--- src/sv/hrfw_pkg.sv ---
package hrfw_pkg;

  localparam int unsigned CharW    = 8;
  localparam int unsigned PosW     = 10;
  localparam int unsigned AddrW    = 32;
  localparam int unsigned HalfW    = 16;
  localparam int unsigned IndexW   = 7;
  localparam int unsigned TdataOutW = AddrW + HalfW;

  localparam logic [PosW-1:0]  PosMax       = 10'd1023;
  localparam logic [PosW-1:0]  PosCount     = 10'd2;
  localparam logic [PosW-1:0]  PosOffset    = 10'd6;
  localparam logic [PosW-1:0]  PosType      = 10'd8;
  localparam logic [PosW-1:0]  PosFirstData = 10'd9;
  localparam logic [PosW-1:0]  PosUpper     = 10'd12;
  localparam logic [15:0]      UpperReset   = 16'h0800;

  localparam logic [CharW-1:0] CharZero = 8'h30;
  localparam logic [CharW-1:0] CharNine = 8'h39;
  localparam logic [CharW-1:0] CharA    = 8'h41;
  localparam logic [CharW-1:0] CharF    = 8'h46;
  localparam logic [CharW-1:0] CharFour = 8'h34;
  localparam logic [CharW-1:0] AlphaBias = 8'h37;

  typedef enum logic [1:0] {
    KIND_OTHER = 2'd0,
    KIND_DATA  = 2'd1,
    KIND_UPPER = 2'd2
  } kind_e;

  typedef struct packed {
    logic [AddrW-1:0] write_address;
    logic [HalfW-1:0] halfword_data;
    logic             last_of_record;
  } result_t;

  function automatic logic [3:0] hex_digit(input logic [CharW-1:0] c);
    logic [CharW-1:0] d;
    d = 8'd0;
    if (c >= CharZero && c <= CharNine) begin
      d = c - CharZero;
    end else if (c >= CharA && c <= CharF) begin
      d = c - AlphaBias;
    end
    return d[3:0];
  endfunction

endpackage

--- src/sv/hrfw_parser.sv ---
module hrfw_parser (
  input  logic                        clk_i,
  input  logic                        rst_ni,
  input  logic                        fire_i,
  input  logic [hrfw_pkg::CharW-1:0]  ascii_char_i,
  input  logic                        record_start_i,
  output logic                        res_valid_o,
  output hrfw_pkg::result_t           res_o
);
  import hrfw_pkg::*;

  logic [PosW-1:0]   char_pos_q, char_pos_d;
  logic [7:0]        byte_count_q, byte_count_d;
  logic [15:0]       offset_q, offset_d;
  kind_e             kind_q, kind_d;
  logic [15:0]       upper_q, upper_d;
  logic [11:0]       collector_q, collector_d;
  logic [IndexW-1:0] index_q, index_d;

  logic [PosW-1:0]   pos;
  logic [3:0]        nib;
  logic [15:0]       value;
  logic              group_start;
  logic              emit_slot;
  logic [IndexW-1:0] halves;
  logic [AddrW-1:0]  base_addr;

  always_comb begin
    pos         = record_start_i ? '0 : char_pos_q;
    nib         = hex_digit(ascii_char_i);
    group_start = (pos == 10'd1) || (pos == 10'd3) ||
                  (pos >= PosFirstData && pos[1:0] == 2'b01);
    value       = group_start ? {12'd0, nib} : {collector_q, nib};
    emit_slot   = (pos >= PosUpper) && (pos[1:0] == 2'b00);
    halves      = byte_count_q[7:1];
    base_addr   = {upper_q, offset_q};

    collector_d  = value[11:0];
    byte_count_d = byte_count_q;
    offset_d     = offset_q;
    kind_d       = kind_q;
    upper_d      = upper_q;
    index_d      = index_q;
    char_pos_d   = (pos < PosMax) ? pos + 10'd1 : PosMax;
    res_valid_o  = 1'b0;

    res_o.write_address  = base_addr + {{(AddrW-IndexW-1){1'b0}}, index_q, 1'b0};
    res_o.halfword_data  = {value[7:0], value[15:8]};
    res_o.last_of_record = ({1'b0, index_q} + 8'd1) == {1'b0, halves};

    if (pos == '0) begin
      kind_d  = KIND_OTHER;
      index_d = '0;
    end else if (pos == PosCount) begin
      byte_count_d = value[7:0];
    end else if (pos == PosOffset) begin
      offset_d = value;
    end else if (pos == PosType) begin
      if (ascii_char_i == CharZero) begin
        kind_d = KIND_DATA;
      end else if (ascii_char_i == CharFour) begin
        kind_d = KIND_UPPER;
      end else begin
        kind_d = KIND_OTHER;
      end
    end else if (emit_slot) begin
      if (kind_q == KIND_UPPER && pos == PosUpper) begin
        upper_d = value;
      end else if (kind_q == KIND_DATA && index_q < halves) begin
        res_valid_o = 1'b1;
        index_d     = index_q + 7'd1;
      end
    end
  end

  always_ff @(posedge clk_i or negedge rst_ni) begin
    if (!rst_ni) begin
      char_pos_q   <= '0;
      byte_count_q <= '0;
      offset_q     <= '0;
      kind_q       <= KIND_OTHER;
      upper_q      <= UpperReset;
      collector_q  <= '0;
      index_q      <= '0;
    end else if (fire_i) begin
      char_pos_q   <= char_pos_d;
      byte_count_q <= byte_count_d;
      offset_q     <= offset_d;
      kind_q       <= kind_d;
      upper_q      <= upper_d;
      collector_q  <= collector_d;
      index_q      <= index_d;
    end
  end

endmodule

--- src/sv/hex_record_flash_writer.sv ---
// Hex record flash writer. The block takes the text of hex records one
// character per request on the slave side, with tuser marking the first
// character of each record, and emits one request per halfword to program on
// the master side. Only uppercase hex digits are decoded; any other character
// counts as digit zero. Data records produce byte_count/2 halfwords at
// consecutive flash addresses, the last one flagged by tlast; an odd trailing
// byte is dropped. Extended linear address records set the upper 16 address
// bits, which start at 0x0800 after reset and persist across records. Other
// record types and the checksum are ignored. The block takes one character
// every clock cycle: the field decode and address add sit between the
// position and field registers and a two-entry output buffer, so a character
// is accepted whenever the buffer has a free entry, which is every cycle while
// the downstream side keeps up.
module hex_record_flash_writer (
  input  logic                            clk_i,
  input  logic                            rst_ni,
  input  logic                            s_axis_tvalid_i,
  output logic                            s_axis_tready_o,
  // [7:0] ascii_char
  input  logic [hrfw_pkg::CharW-1:0]      s_axis_tdata_i,
  // [0] record_start
  input  logic                            s_axis_tuser_i,
  output logic                            m_axis_tvalid_o,
  input  logic                            m_axis_tready_i,
  // [31:0] write_address, [47:32] halfword_data
  output logic [hrfw_pkg::TdataOutW-1:0]  m_axis_tdata_o,
  // last_of_record
  output logic                            m_axis_tlast_o
);
  import hrfw_pkg::*;

  logic    in_fire;
  logic    res_valid;
  result_t res;

  // Output register plus a skid entry. The slave side is ready whenever the
  // skid entry is free, so a waiting result never stalls the parser by itself.
  logic    out_valid_q, out_valid_d;
  result_t out_q, out_d;
  logic    skid_valid_q, skid_valid_d;
  result_t skid_q, skid_d;
  logic    pop;

  assign s_axis_tready_o = !skid_valid_q;
  assign in_fire         = s_axis_tvalid_i && s_axis_tready_o;

  hrfw_parser u_parser (
    .clk_i          (clk_i),
    .rst_ni         (rst_ni),
    .fire_i         (in_fire),
    .ascii_char_i   (s_axis_tdata_i),
    .record_start_i (s_axis_tuser_i),
    .res_valid_o    (res_valid),
    .res_o          (res)
  );

  always_comb begin
    pop          = out_valid_q && m_axis_tready_i;
    out_valid_d  = out_valid_q;
    out_d        = out_q;
    skid_valid_d = skid_valid_q;
    skid_d       = skid_q;
    if (!out_valid_q || pop) begin
      // The output slot is free this cycle; the older skid entry moves first.
      if (skid_valid_q) begin
        out_valid_d  = 1'b1;
        out_d        = skid_q;
        skid_valid_d = in_fire && res_valid;
        skid_d       = res;
      end else begin
        out_valid_d = in_fire && res_valid;
        out_d       = res;
      end
    end else if (in_fire && res_valid) begin
      // Output still held downstream: park the new result in the skid entry.
      skid_valid_d = 1'b1;
      skid_d       = res;
    end
  end

  always_ff @(posedge clk_i or negedge rst_ni) begin
    if (!rst_ni) begin
      out_valid_q  <= 1'b0;
      skid_valid_q <= 1'b0;
    end else begin
      out_valid_q  <= out_valid_d;
      skid_valid_q <= skid_valid_d;
    end
  end

  always_ff @(posedge clk_i) begin
    out_q  <= out_d;
    skid_q <= skid_d;
  end

  assign m_axis_tvalid_o = out_valid_q;
  assign m_axis_tdata_o  = {out_q.halfword_data, out_q.write_address};
  assign m_axis_tlast_o  = out_q.last_of_record;

endmodule
--- config.mk ---
export PLATFORM = sky130hd
export DESIGN_NAME = hex_record_flash_writer
export DESIGN_NICKNAME = d
export VERILOG_FILES = /design/src/sv/hrfw_pkg.sv /design/src/sv/hrfw_parser.sv /design/src/sv/hex_record_flash_writer.sv
export SDC_FILE = /design/constraint.sdc
export NUM_CORES = 1
export LEC_CHECK = 0
export BUFFER_PORTS_ARGS = -buffer_cell sky130_fd_sc_hd__buf_2
export CAP_MARGIN = 20
export CORE_MARGIN = 3
export CORE_UTILIZATION = 50
export DETAILED_ROUTE_END_ITERATION = 8
export PLACE_DENSITY = 0.76
export SLEW_MARGIN = 20
export SYNTH_ARGS = -nofsm -noshare
export SYNTH_HDL_FRONTEND = slang
export SYNTH_SLANG_ARGS = --single-unit
--- constraint.sdc ---
create_clock -name clk_i -period 5.5 [get_ports clk_i]
set_input_delay 0.825 -clock clk_i [delete_from_list [all_inputs] [get_ports clk_i]]
set_output_delay 0.825 -clock clk_i [all_outputs]
set_load 0.02 [all_outputs]
### Yosys cells after proc, flatten, opt, wreduce, memory -nomap -nowiden

Cells that the tools add are included.

* flip-flop bits (word level): 171
* bits of input ports: 13
* output and inout port bits: 51
* logic and storage cells: 109

* add/subtract/negate cells: 6
* order comparisons: 8
* equal/unequal tests: 17
* muxes and demuxes: 33
* bitwise operators: 4
* reduce and logical (&&, ||, !) cells: 26

Operator list (number)
* $mux W49: 4
* $mux W7: 7
* $add A32 B8 Y32: 1
* $eq A10 B2 Y1 const B: 2
* $eq A10 B4 Y1 const B: 2
* $ge A10 B4 Y1 const B: 2
* $mux W10: 2
* $eq A8 B6 Y1 const B: 2
* $mux W16: 1
* $reduce_and A7 Y1: 2
* $mux W2: 6
* $mux W1: 11
* $add A10 B1 Y10 const B: 1
* $eq A10 B1 Y1 const B: 1
* $eq A10 B3 Y1 const B: 1
* $logic_not A10 Y1: 1
* $lt A10 B10 Y1 const B: 1
* $logic_and A1 B1 Y1: 9
* $add A7 B1 Y8 const B: 1
* $eq A8 B7 Y1: 1
* $ge A8 B6 Y1 const B: 1
* $ge A8 B7 Y1 const B: 1
* $le A8 B6 Y1 const B: 1
* $le A8 B7 Y1 const B: 1
* 17 further kinds: 32

### Depth between registers and ports, before layout

Gate-level depths: netlist of run 1.

* depth in word-level cells: 12
* gate-level depth with buffers: 10

### Cells and area by module

A second synthesis of run 1 with hierarchy kept.

* cell total of the unflattened synthesis: 630
* area total of the unflattened synthesis: 8220.4 µm²

Modules (own cells, without submodules)
* hrfw_parser: instances 1, cells each 467, area each 4335.4 µm²
* hex_record_flash_writer: instances 1, cells each 163, area each 3885.0 µm²

### Worst setup path after synthesis of run 1

Ideal clock, no wire load.

* path type: input to register
* start: in m_axis_tready_i
* end: reg skid_q[0] (netlist bit) (enable)
* library setup time: 0.385 ns
* data arrival time: 3.073 ns
* slack: 2.042 ns
* cell stages on the path: 2
* cells stage by stage: nand2b_1 mux2_2

* longest elaborated chain between the ends: 4
* elaborated cells between the ends (all ways): 5
* those cells by class: eq/ne (1); reduce/logical (4)

Ends and longest elaborated chain
* start: declaration: line hex_record_flash_writer.sv:24 `input logic m_axis_tready_i,`
* $logic_and A1 B1 Y1 *: line hex_record_flash_writer.sv:58 `pop = out_valid_q && m_axis_tready_i;`
* $logic_or A1 B1 Y1 *: line hex_record_flash_writer.sv:63 `if (!out_valid_q || pop) begin`
* $ne A2 B2 Y1 (no line) / $reduce_bool A2 Y1 (equally long branches)
* $reduce_and A2 Y1 (no line) *
* end signal: assignment: line hex_record_flash_writer.sv:93 `skid_q <= skid_d;`
* end: declaration: line hex_record_flash_writer.sv:41 `result_t skid_q, skid_d;`

Mark *: on every way between the ends. The rest lies on a longest branch, timed or not.
A chain may end at the register's enable or synchronous reset.

### Worst setup path in the final report of run 1

* start: in s_axis_tuser_i
* end: reg skid_q[26] (netlist bit) (enable)

* longest elaborated chain between the ends: 12
* elaborated cells between the ends (all ways): 19
* those cells by class: order compare (1); eq/ne (4); mux (7); reduce/logical (7)

Ends and longest elaborated chain
* start: declaration: line hex_record_flash_writer.sv:22 `input logic s_axis_tuser_i,`
* $mux W10 *: line hrfw_parser.sv:29 `pos = record_start_i ? '0 : char_pos_q;`
* parallel branches: the longest is 7 deep, another holds $ge A10 B4 Y1
* $mux W1 *: line hrfw_parser.sv:51 `if (pos == '0) begin`
* $logic_and A1 B1 Y1 *: line hex_record_flash_writer.sv:74 `end else if (in_fire && res_valid) begin`
* $reduce_bool A2 Y1 (no line) *
* $reduce_and A2 Y1 (no line) *

Mark *: on every way between the ends.

==> impl_metrics.py, run 1 <==
metrics = {
    "cts": {
        "root_buffer": "clkbuf_16",
        "cts_num_sinks": 170,
        "cts_made_buffers": 17,
        "clk-insertion-delay-late_ns": 0.43,
        "clkTransAtPathRegs_ns": 0.06,
        "clockBufferDepth": 2,
        "htree_levels": 4,
        "cts_tree": "built",
        "hold_buffers": 0,
        "cts_resized": 0,
        "postCtsSetupBuffers": 0,
    },
    "timing": {
        "rsz0062_at_grt": "false",
        "worst_slew_pin_slew_ns": 0.9195,
        "fmax_ghz": 0.2846,
        "slew_headroom_pct": 38.57,
        "drv_slew": 0,
        "finClkSkew_ns": 0.01258,
        "hold_viol_final": 0,
        "final-setup-viol-count": 0,
        "fin_crit_sh_pct": 63.89,
        "finalCriticalPeriod_ns": 3.514,
        "tns_ns": 0,
        "layout_setup_ws_ns": 1.986,
    },
    "global_routing": {
        "antenna_found_initial": 0,
        "grt_max_degree": 73,
        "grt_pass1_vias": 5391,
        "grt_pass1_wl_mm": 26.15,
        "gr-total-overflow": 0,
        "grt_usage_pct": 18.53,
    },
    "pwr": {
        "leakagePower_uw": 0.004160,
        "total_power_uw": 2714,
        "powerDensity_nw_per_um2": 298.7,
        "peakVddDrop_uv": 222.6,
    },
    "die": {
        "core_region_area_um2": 15430,
        "io_pins": 64,
        "dieArea_um2": 17600,
        "die_h_um": 132.7,
        "placementRows": 45,
        "dieWidth_um": 132.7,
        "initial_utilization_pct": 52.00,
    },
    "place": {
        "place_worst_setup_slack_ns": 1.569,
        "hpwl_mm": 10.63,
        "routabilityCongestion": 0.9168,
        "io_buffers": 63,
        "placed_area_um2": 8528,
    },
    "hold_path": {
        "min_delay_path_depth": 0,
        "min_to": "skid_q[17]$_DFFE_PP_",
        "worstHoldStart": "u_parser.offset_q[0]$_DFFE_PN0P_",
        "hp-class": "flip-flop to flip-flop",
    },
    "run_status": {
        "status": "finished, final reports clean",
    },
    "cells_and_area": {
        "design_area_um2": 9086,
        "n_fill_cell": 1272,
        "finalNetCount": 797,
        "antenna-diode-count": 0,
        "syn_to_final_growth_pct": 13.26,
        "drive_gt1_share_pct": 19.28,
        "mostFrequentLayoutCell": "nand2_1",
        "layout_common_cells": "111 x nand2_1, 98 x edfxtp_1, 71 x dfrtp_1",
        "utilization_pct": 58.90,
    },
    "logic_synthesis": {
        "synth.area.top_cells": "edfxtp_1 37%, dfrtp_1 22%, nand2_1 5.2%, mux2_2 4.4%, o21ai_0 4.2%",
        "synth_cell_types": 67,
        "ys_seq_area_share_pct": 59.15,
        "async_reset_ff_share_pct": 42.35,
        "synth_top_area_cell": "edfxtp_1",
        "syn_inst": 697,
        "ys_ff_latch": 170,
        "synth_flop_cell": "edfxtp_1",
        "syn-num-nets": 734,
        "synth_top_area_share_pct": 36.68,
        "yosys_warnings": 0,
        "synth_area_um2": 8023,
        "syn_area_per_cell_um2": 11.51,
        "synth_edf_count": 98,
    },
    "detailed_routing": {
        "route.detailed.wl_per_inst_um": 15.87,
        "viasPerCell": 5.488,
        "drt_iter0_markers": 409,
        "final_antenna_net_count": 0,
        "wl_mm": 15.61,
        "vias": 5400,
        "dr.pass1.iters": 7,
        "drc": 0,
    },
    "critical_path": {
        "crit_path_end_kind": "flip-flop",
        "reg2reg_depth": 8,
        "reg2reg_slack_ns": 2.30,
        "arrival_ns": 3.62,
        "r2r_start": "u_parser.char_pos_q[0]$_DFFE_PN0P_",
        "crit_type": "input pin to flip-flop",
        "critPathRequiredTime_ns": 5.61,
        "worst_setup_path_start_kind": "input pin",
        "r2r_end": "skid_q[26]$_DFFE_PP_",
        "path_max_fanout": 27,
    },
    "job": {
        "drv_cap": 0,
    },
}
==> synthesized netlist by cell type (2+ instances only) <==
cell,number
o211a_1,2
nand3_1,18
inv_1,40
xnor2_1,22
dfrtp_1,71
and2_1,2
nor3_2,2
a221o_1,4
and3b_1,2
a41oi_1,2
a21o_1,5
nand2b_1,4
nand4b_1,2
nor3_1,7
nand4_1,8
mux2i_1,2
nor2b_1,10
xor2_1,16
ha_1,23
a21oi_1,16
o31ai_1,4
nor4_1,3
o22a_1,3
edfxtp_1,98
o21ai_1,12
nand2_1,111
buf_6,3
o41ai_1,2
nor2_1,32
a31oi_1,4
and3_1,10
or2_2,2
o21ai_0,68
a211oi_1,3
mux2_2,31
buf_1,3
clkbuf_1,19
a21boi_0,2
==> registers in the layout (all words and copies together) (netlist names) <==
signal and flops:
skid_q 49, m_axis_tvalid_o 1, m_axis_tdata_o 48, u_parser.byte_count_q 7, skid_valid_q 1, u_parser.char_pos_q 10, m_axis_tlast_o 1, u_parser.offset_q 16
u_parser.kind_q 2, u_parser.index_q 7, u_parser.upper_q 16, u_parser.collector_q 12
==> power by group <==
group	total, uW	internal, uW	switching [uW]
clock network	1090	635	459
logic	210	83.5	127
registers	1410	1380	29.6
total	2710	2100	616
==> critical path, cell delays in order <==
cell	delay [ns]
buf_2	0.26
inv_1	0.22
nand2_1	0.14
ha_1	0.28
nand4_1	0.13
a2111oi_1	0.39
and3_4	0.35
mux2_2	0.61
buf_4	0.39
==> cells by family after synthesis <==
| group | synth area share, % |
|---|---|
| multiplexers | 4.741 |
| flip-flops | 59.15 |
| adder cells (fa/ha/maj) | 3.837 |
| AND/OR/NAND/NOR | 13.62 |
| AO/OA/AOI/OAI | 10.98 |
| buffers and inverters | 3.525 |
| XOR/XNOR | 4.148 |
==> final cells by class <==
| cell class | instances | area [um^2] | area share, % |
|---|---|---|---|
| multi-input combinational | 459 | 2997 | 32.98 |
| sequential | 170 | 4746 | 52.23 |
| inverter | 41 | 153.9 | 1.694 |
| timing repair buffer | 71 | 379.1 | 4.172 |
| clock buffer | 24 | 503.0 | 5.536 |
| tap | 211 | 264.0 | 2.906 |
| clock inverter | 8 | 43.79 | 0.4820 |
==> stage by stage <==
stage	instances	hold WS, ns
final	984	0.4760
after global routing	984	0.5000
after CTS	983	0.4782
after detailed placement	951	0.4720
after global placement	951	0.4613
after floorplan	697	0.4426
==> layer usage <==
layer	vias up	routed length, um	track usage (%)	share of wire [%]
met5	-	0	0	0
met4	0	270	5.947	1.7
met3	24	732	5.209	4.7
met2	149	7836	31.40	50
met1	2611	6775	23.12	43
li1	2616	-	-	-
==> worst max-delay path by stage <==
stage | startpoint | end | slack (ns) | cells after the start
global placement | s_axis_tuser_i | skid_q[27]$_DFFE_PP_ | 1.74 | 9
CTS | s_axis_tuser_i | skid_q[2]$_DFFE_PP_ | 2.00 | 9
finish | s_axis_tuser_i | skid_q[26]$_DFFE_PP_ | 1.99 | 9
detailed placement | s_axis_tuser_i | skid_q[28]$_DFFE_PP_ | 1.57 | 9
global route | s_axis_tuser_i | skid_q[30]$_DFFE_PP_ | 1.67 | 9
floorplan | m_axis_tready_i | skid_q[0]$_DFFE_PP_ | 2.04 | 2
No activity file was read; power rests on OpenSTA's default activity.
==> inputs of run 2 (changes only) <==
- clock period: 5.5 -> 3.4 ns (I/O delays scaled with it)
==> impl_metrics.py, run 2 (same netlist as run 1, synthesis figures left out) <==
metrics = {
    "detailed_routing": {
        "wl_mm": 16.02,
        "dr.pass1.iters": 5,
        "vias": 5358,
        "final_antenna_net_count": 0,
        "route.detailed.wl_per_inst_um": 16.25,
        "viasPerCell": 5.434,
        "drt_iter0_markers": 310,
        "drc": 0,
    },
    "critical_path": {
        "critPathBufInv": 1,
        "crit_path_end_kind": "flip-flop",
        "cp_cell_sequence": "ha_1, inv_1, fa_1, nor2b_1, o31ai_1, a211o_1, nor4_1, xor2_1, mux2_2",
        "cpPeakStageDelay_ns": 0.45,
        "arrival_ns": 3.06,
        "crit_type": "flip-flop to flip-flop",
        "crit_path_top_delay_cell": "dfrtp_1",
        "reg2reg_slack_ns": 0.51,
        "path_max_fanout": 11,
        "critPathRequiredTime_ns": 3.57,
        "worst_path_dominant_cell_family": "adder cells",
        "worst_setup_path_start_kind": "flip-flop",
    },
    "cts": {
        "cts_num_sinks": 170,
        "cts_resized": 0,
        "postCtsSetupBuffers": 0,
        "cts_made_buffers": 17,
        "cts_tree": "built",
        "clkTransAtPathRegs_ns": 0.06,
        "root_buffer": "clkbuf_16",
        "hold_buffers": 0,
        "clockBufferDepth": 2,
        "clk-insertion-delay-late_ns": 0.43,
        "htree_levels": 4,
    },
    "cells_and_area": {
        "finalNetCount": 800,
        "largest_register_ffs": 49,
        "top_register": "skid_q",
        "design_area_um2": 9235,
        "mostFrequentLayoutCell": "nand2_1",
        "layout_common_cells": "111 x nand2_1, 98 x edfxtp_1, 71 x dfrtp_1",
        "antenna-diode-count": 0,
        "layout.cells.non_filler": 986,
        "syn_to_final_growth_pct": 15.11,
        "drive_gt1_share_pct": 19.48,
    },
    "place": {
        "placed_area_um2": 8558,
        "dp.cells": 955,
        "routabilityCongestion": 0.9254,
        "hpwl_mm": 11.00,
        "io_buffers": 63,
    },
    "timing": {
        "rsz0062_at_grt": "false",
        "finClkSkew_ns": 0.007947,
        "slew_headroom_pct": 42.63,
        "tns_ns": 0,
        "drv_slew": 0,
        "final-setup-viol-count": 0,
        "fmax_ghz": 0.3459,
        "fin_crit_sh_pct": 85.03,
        "finalCriticalPeriod_ns": 2.891,
        "hold_viol_final": 0,
        "worst_slew_pin_slew_ns": 0.8606,
    },
    "pwr": {
        "leakagePower_uw": 0.004215,
        "total_power_uw": 4825,
        "peakVddDrop_uv": 362.5,
        "powerDensity_nw_per_um2": 522.5,
    },
    "die": {
        "dieArea_um2": 17600,
        "dieWidth_um": 132.7,
        "placementRows": 45,
        "initial_utilization_pct": 52.00,
        "io_pins": 64,
        "die_h_um": 132.7,
        "core_region_area_um2": 15430,
    },
    "job": {
        "drv_cap": 0,
    },
    "global_routing": {
        "grt_usage_pct": 18.87,
        "grt_pass1_vias": 5330,
        "grt_pass1_wl_mm": 26.72,
        "antenna_found_initial": 0,
        "grt_max_degree": 52,
        "gr-total-overflow": 0,
    },
    "hold_path": {
        "hp-class": "input pin to async pin",
    },
    "run_status": {
        "status": "finished, final reports clean",
    },
}
[run 2: cell type report]
class,count,area [um^2]
flip-flops and latches,170,4746
well taps,211,264.0
repair buffers,74,397.9
clock inverters,14,251.5
fillers,1228,6192
inverters,41,153.9
clock buffers,17,425.4
multi-input cells,459,2997
[run 2: per-stage QoR]
| step | hold slack [ns] | worst slack (ns) | utilization (%) |
|---|---|---|---|
| finish | 0.1964 | 0.5089 | 59.86 |
| global route | 0.2467 | 0.3255 | 59.86 |
| CTS | 0.2077 | 0.4882 | 59.86 |
| detailed placement | 0.4706 | 0.3051 | 55.47 |
| global placement | 0.4595 | 0.4466 | 55.47 |
| floorplan | 0.2144 | 0.2566 | - |
[run 2: final timing paths]
check                                                          from                                   to  cells after the start
worst max-delay path                u_parser.index_q[0]$_DFFE_PN0P_         m_axis_tdata_o[21]$_DFFE_PP_                      9
worst min register to register  u_parser.collector_q[7]$_DFFE_PN0P_  u_parser.collector_q[7]$_DFFE_PN0P_                      2
worst min-delay path                                         rst_ni   u_parser.char_pos_q[3]$_DFFE_PN0P_                      1
max in group asynchronous                                    rst_ni     u_parser.upper_q[11]$_DFFE_PN1P_                      2
min in group clk_i                                s_axis_tdata_i[2]       u_parser.kind_q[0]$_DFFE_PN0P_                      2
worst max register to register      u_parser.index_q[0]$_DFFE_PN0P_         m_axis_tdata_o[21]$_DFFE_PP_                      9
[run 2: metal layers]
layer	GRT usage, %	up-vias	share of wire, %
li1	-	2615	-
met1	23.09	2584	43
met2	32.76	133	51
met3	4.487	26	4.6
met4	6.755	0	2.1
met5	0	-	0
[run 2: report_power, final]
part           internal (uW)  switching [uW]  total, uW
registers               2230            51.2       2280
clock network           1440             765       2200
logic                    136             203        339
total                   3810            1020       4830
